`config.mk`:
```
export PLATFORM = sky130hd
export DESIGN_NAME = irt_cell
export DESIGN_NICKNAME = d
export VERILOG_FILES = /design/src/rtl/core/irt_pkg.sv /design/src/rtl/core/irt_cell.sv
export SDC_FILE = /design/constraint.sdc
export NUM_CORES = 1
export LEC_CHECK = 0
export ABC_AREA = 0
export ABC_CLOCK_PERIOD_IN_PS = 3900
export BUFFER_PORTS_ARGS = -buffer_cell sky130_fd_sc_hd__buf_2
export CAP_MARGIN = 20
export CORE_AREA = 5 5 73 109
export CTS_CLUSTER_SIZE = 8
export DETAILED_ROUTE_END_ITERATION = 10
export DIE_AREA = 0 0 78 114
export PLACE_DENSITY = 0.83
export SLEW_MARGIN = 20
export SYNTH_ARGS = -nofsm -noshare
export SYNTH_HDL_FRONTEND = slang
export SYNTH_SLANG_ARGS = --single-unit
```
`constraint.sdc`:
```
create_clock -name i_clk -period 3.9 [get_ports i_clk]
set_clock_uncertainty 0.2 [all_clocks]
set_input_delay 0.78 -clock i_clk [delete_from_list [all_inputs] [get_ports i_clk]]
set_output_delay 0.78 -clock i_clk [all_outputs]
set_load 0.02 [all_outputs]
```
`src/rtl/core/irt_pkg.sv`:
```
// ----------------------------------------------------------------------------
// irt_pkg
// Shared sizes, codes and types for the inode reference table.
// ----------------------------------------------------------------------------
package irt_pkg;

    // table geometry
    localparam int SLOTS      = 64;
    localparam int INODE_BITS = 16;
    localparam int COUNT_BITS = 16;
    localparam int IDX_W      = $clog2(SLOTS);

    // item field widths
    localparam int KIND_W     = 2;
    localparam int SLOT_W     = 6;
    localparam int INO_F_W    = 16;
    localparam int CNT_F_W    = 16;
    localparam int STATUS_W   = 3;

    // width used to compare a requested slot against a cell index
    localparam int CMP_W      = (IDX_W > SLOT_W) ? IDX_W : SLOT_W;

    localparam logic [COUNT_BITS-1:0] COUNT_MAX = '1;

    // item kinds
    localparam logic [KIND_W-1:0] KIND_GET   = 2'd0;
    localparam logic [KIND_W-1:0] KIND_PUT   = 2'd1;
    localparam logic [KIND_W-1:0] KIND_CLEAR = 2'd2;

    // result status codes
    localparam logic [STATUS_W-1:0] ST_HIT       = 3'd0;
    localparam logic [STATUS_W-1:0] ST_LOADED    = 3'd1;
    localparam logic [STATUS_W-1:0] ST_FULL      = 3'd2;
    localparam logic [STATUS_W-1:0] ST_RELEASED  = 3'd3;
    localparam logic [STATUS_W-1:0] ST_LAST      = 3'd4;
    localparam logic [STATUS_W-1:0] ST_IGNORED   = 3'd5;
    localparam logic [STATUS_W-1:0] ST_CLEARED   = 3'd6;
    localparam logic [STATUS_W-1:0] ST_SATURATED = 3'd7;

    // query held steady by the controller while a token walks the row
    typedef struct packed {
        logic                  is_get;
        logic [INODE_BITS-1:0] key;
        logic [SLOT_W-1:0]     slot;
    } t_qry;

    // search token handed from cell to cell
    typedef struct packed {
        logic                  valid;
        logic                  found;
        logic [IDX_W-1:0]      idx;
        logic [COUNT_BITS-1:0] cnt;
        logic [INODE_BITS-1:0] ino;
        logic                  free;
        logic [IDX_W-1:0]      fidx;
    } t_tok;

    // update broadcast to every cell
    typedef struct packed {
        logic                  en;
        logic                  clr;
        logic [IDX_W-1:0]      idx;
        logic [INODE_BITS-1:0] ino;
        logic [COUNT_BITS-1:0] cnt;
    } t_wr;

endpackage

```
`src/rtl/core/irt_cell.sv`:
```
// ----------------------------------------------------------------------------
// irt_cell
// One table slot: holds an inode number and its count, and passes the
// search token on to the next slot, marking the first match and first free.
// ----------------------------------------------------------------------------
module irt_cell (
    input  logic                     i_clk,
    input  logic                     i_rst_n,
    input  logic [irt_pkg::IDX_W-1:0] i_idx,
    input  irt_pkg::t_qry            i_qry,
    input  irt_pkg::t_wr             i_wr,
    input  irt_pkg::t_tok            i_tok,
    output irt_pkg::t_tok            o_tok
);
    import irt_pkg::*;

    logic [INODE_BITS-1:0] r_inode, n_inode;
    logic [COUNT_BITS-1:0] r_count, n_count;
    t_tok                  r_tok, n_tok;
    logic                  in_use;
    logic                  key_eq;
    logic                  hit;
    logic                  free_here;

    assign in_use    = (r_count != '0);
    assign key_eq    = i_qry.is_get ? (r_inode == i_qry.key)
                                    : (CMP_W'(i_qry.slot) == CMP_W'(i_idx));
    assign hit       = i_tok.valid && !i_tok.found && in_use && key_eq;
    assign free_here = i_tok.valid && !i_tok.free && !in_use;

    always_comb begin
        n_tok = i_tok;
        if (hit) begin
            n_tok.found = 1'b1;
            n_tok.idx   = i_idx;
            n_tok.cnt   = r_count;
            n_tok.ino   = r_inode;
        end
        if (free_here) begin
            n_tok.free = 1'b1;
            n_tok.fidx = i_idx;
        end
    end

    always_comb begin
        n_inode = r_inode;
        n_count = r_count;
        if (i_wr.clr) begin
            n_count = '0;
        end else if (i_wr.en && (i_wr.idx == i_idx)) begin
            n_inode = i_wr.ino;
            n_count = i_wr.cnt;
        end
    end

    always_ff @(posedge i_clk) begin
        if (!i_rst_n) begin
            r_tok   <= '0;
            r_inode <= '0;
            r_count <= '0;
        end else begin
            r_tok   <= n_tok;
            r_inode <= n_inode;
            r_count <= n_count;
        end
    end

    assign o_tok = r_tok;

endmodule
```
==> out/summary.txt <==
Final Hold Fails = 0
Drc violations = 0
Reg area = 1580 µm²
Fillers = 578
Tot Pwr = 1.74 mW
CTS clock-pin slew for the worst setup and hold paths = 0.08 ns
Worst-Margin Slew = 0.928 ns
Most used cell, CP = nand4_1
Chip Width = 78 µm
Hold Crit Endpoint = o_tok[35]$_SDFF_PN0_
Post-CTS Setup Repair Bufs = 0
TritonCTS Sinks = 79
Design Area, Final = 4380 µm²
PwrDens = 397 nW/µm²
Critical path cell sequence = nor4_1 -> nand4_1 -> nand4_1 -> o22a_1 -> buf_4 -> o22ai_1
Crit-path max FO = 23
GRT overflow = 0
CTS tree = yes
RSZ-0062 raised after global routing = no
Post-synthesis cell area = 3280 µm²
Final net count = 630
Buffers on Ports = 164
Synth Area in Adders = 0
Most frequent cells after synthesis = dfxtp_1, inv_1, mux2i_1, o22ai_1, nor2b_1
Slowest library cell on the worst path = nor4_1
Mapped Cells = 347
Crit path largest cell delay = 0.55 ns
Run status = complete, no violations
Clock root buffer = clkbuf_8
Post-synthesis xor/xnor area fraction = 0.0794
Min cycle time layout = 2.77 ns
Setup ws final = 1.13 ns
Worst R2R End = o_tok[32]$_SDFF_PN0_
Wire length per cell = 14.9 µm
Max-cap violations = 0
Die area = 8890 µm²
Cell Rows = 38
Initial core utilization = 0.469
ANT nets after route = 0
First-pass GRT wire length = 14000 µm
# diodes = 0
Compound-Gate Fraction of Synth Area = 0.0863
Min-Delay Path Class = flip-flop to flip-flop
Leakage = 2.07 nW
Vias in the first global route = 2942
Post-Synth Simple-Gate Area = 0.121
Hold_sp = r_count[12]$_SDFFE_PP0P_
Initial antenna violation count = 0
Via-to-Cell Ratio = 4.83
Critical path buffers and inverters = 1
Core box area = 6990 µm²
TritonCTS Buffers = 9
Critical Path AT = 2.80 ns
Peak supply drop = 0.205 mV
CTS Buffer Depth = 2
Crit path depth = 6
Reg2Reg Depth = 6
Detailed Route Iter0 Violations = 148
Placed Area = 4150 µm²
Die height = 114 µm
Resized cells post-CTS = 0
Syn nets = 465
Reg-to-Reg Start = r_count[2]$_SDFFE_PP0P_
Drt total wl = 8880 µm
Synth Flop Type = dfxtp_1
Yosys cell types = 30
Worst Setup Path Type = flip-flop to flip-flop
Highest Clock Rate = 361 MHz
Synth Warn # = 0
Leading area contributor after synthesis = dfxtp_1
Gpl congestion = 0.868
Endpoints failing setup = 0
Via Count = 2884
Fin Setup TNS = 0 ns
Total Routing Usage GR = 0.205
Post-DP HPWL = 7050 µm
Drt pass-1 iters = 4
Req. time, crit path = 3.93 ns
Ratio of cells with drive above 1 in the final layout = 0.369
Main combinational cell family by area after synthesis = simple AND/OR/NAND/NOR gates
H-tree Lvls = 3
Hold_buf cts = 0
Ys async rst share = 0
Multiplexer share of the synthesized area = 0.116
Seq/Total Area, Yosys = 0.483
Syn_area_per_cell = 9.44 µm²
Number of enable flip-flop cells after synthesis = 0
Post-place setup slack = 0.976 ns
Synth area leaders = dfxtp_1, mux2i_1, inv_1
R2r setup slk = 1.13 ns
Cell family with most CP delay = simple AND/OR/NAND/NOR gates
Ports = 165
Setup crit start kind = flip-flop
Worst slew margin = 0.379
P&R area growth vs syn = 33.6%
Yosys reg bits = 79
Crit end category = flip-flop
Clk Latency, worst-skew pair = 0.36 ns
Final period util = 0.711
Worst hold stages = 2
Multi-input gate area = 1320 µm²
Synth top area share = 0.483
Most frequent cell after synthesis = dfxtp_1
Final slew viol count = 0
Largest net degree at the start of global routing = 28
state kept, by name, indices dropped and copies added (netlist names):
name     cells
o_tok       47
r_count     16
r_inode     16
worst max path at each step:
| stage | from | endpoint |
|---|---|---|
| after floorplan | i_idx[1] | r_inode[10]$_SDFFE_PN0P_ |
| after global placement | i_qry[17] | o_tok[27]$_SDFF_PN0_ |
| after detailed placement | i_qry[17] | o_tok[32]$_SDFF_PN0_ |
| after CTS | r_count[2]$_SDFFE_PP0P_ | o_tok[32]$_SDFF_PN0_ |
| after global routing | r_count[5]$_SDFFE_PP0P_ | o_tok[33]$_SDFF_PN0_ |
| final | r_count[2]$_SDFFE_PP0P_ | o_tok[32]$_SDFF_PN0_ |
logic make-up (layout without fill, tap and decap cells):
group           count (synthesis)  count (layout)
mux                            38              38
compound gates                 44              44
flops                          79              79
simple gates                   66              66
xor+xnor                       28              28
buf+inv                        92             262
routing by layer:
metal / track usage / share of wire
met1: 0.220 / 0.35
met2: 0.363 / 0.53
met3: 0.0490 / 0.080
met4: 0.115 / 0.035
met5: 0 / 0
stage by stage:
stage	std cells	hold WS, ns	util
floorplan	347	0.241	-
global placement	581	0.253	0.593
detailed placement	581	0.264	0.593
CTS	597	0.275	0.626
global route	597	0.300	0.626
finish	597	0.276	0.626
worst register-to-register path: stages (launching register included):
cell and delay [ns]:
dfxtp_1 0.33, nor4_1 0.55, nand4_1 0.34, nand4_1 0.16
o22a_1 0.55, buf_4 0.38, o22ai_1 0.14
report_power, final:
part	internal [mW]	leakage [nW]	switching (mW)
Clock	0.381	0.113	0.298
Sequential	0.834	0.649	0.00748
Combinational	0.0991	1.31	0.119
layout by cell type (no fill, tap or decap), types with 3 or more instances in the layout:
cell and n:
inv_1 78, clkbuf_8 10, nor2b_1 22, nor4_1 8, o22ai_1 38, nor2_1 19
xnor2_1 5, nand4_1 3, mux2i_1 38, dfxtp_1 79, buf_2 164, xor2_1 21
nand3_1 3, buf_4 4, clkinv_4 3
cell type report:
class | instances | area share
flip-flops and latches | 79 | 0.361
multi-input cells | 176 | 0.302
repair buffers | 168 | 0.194
inverters | 78 | 0.0669
clock buffers | 10 | 0.0314
well taps | 80 | 0.0229
clock inverters | 6 | 0.0214
Power figures use the tool's default switching activity.
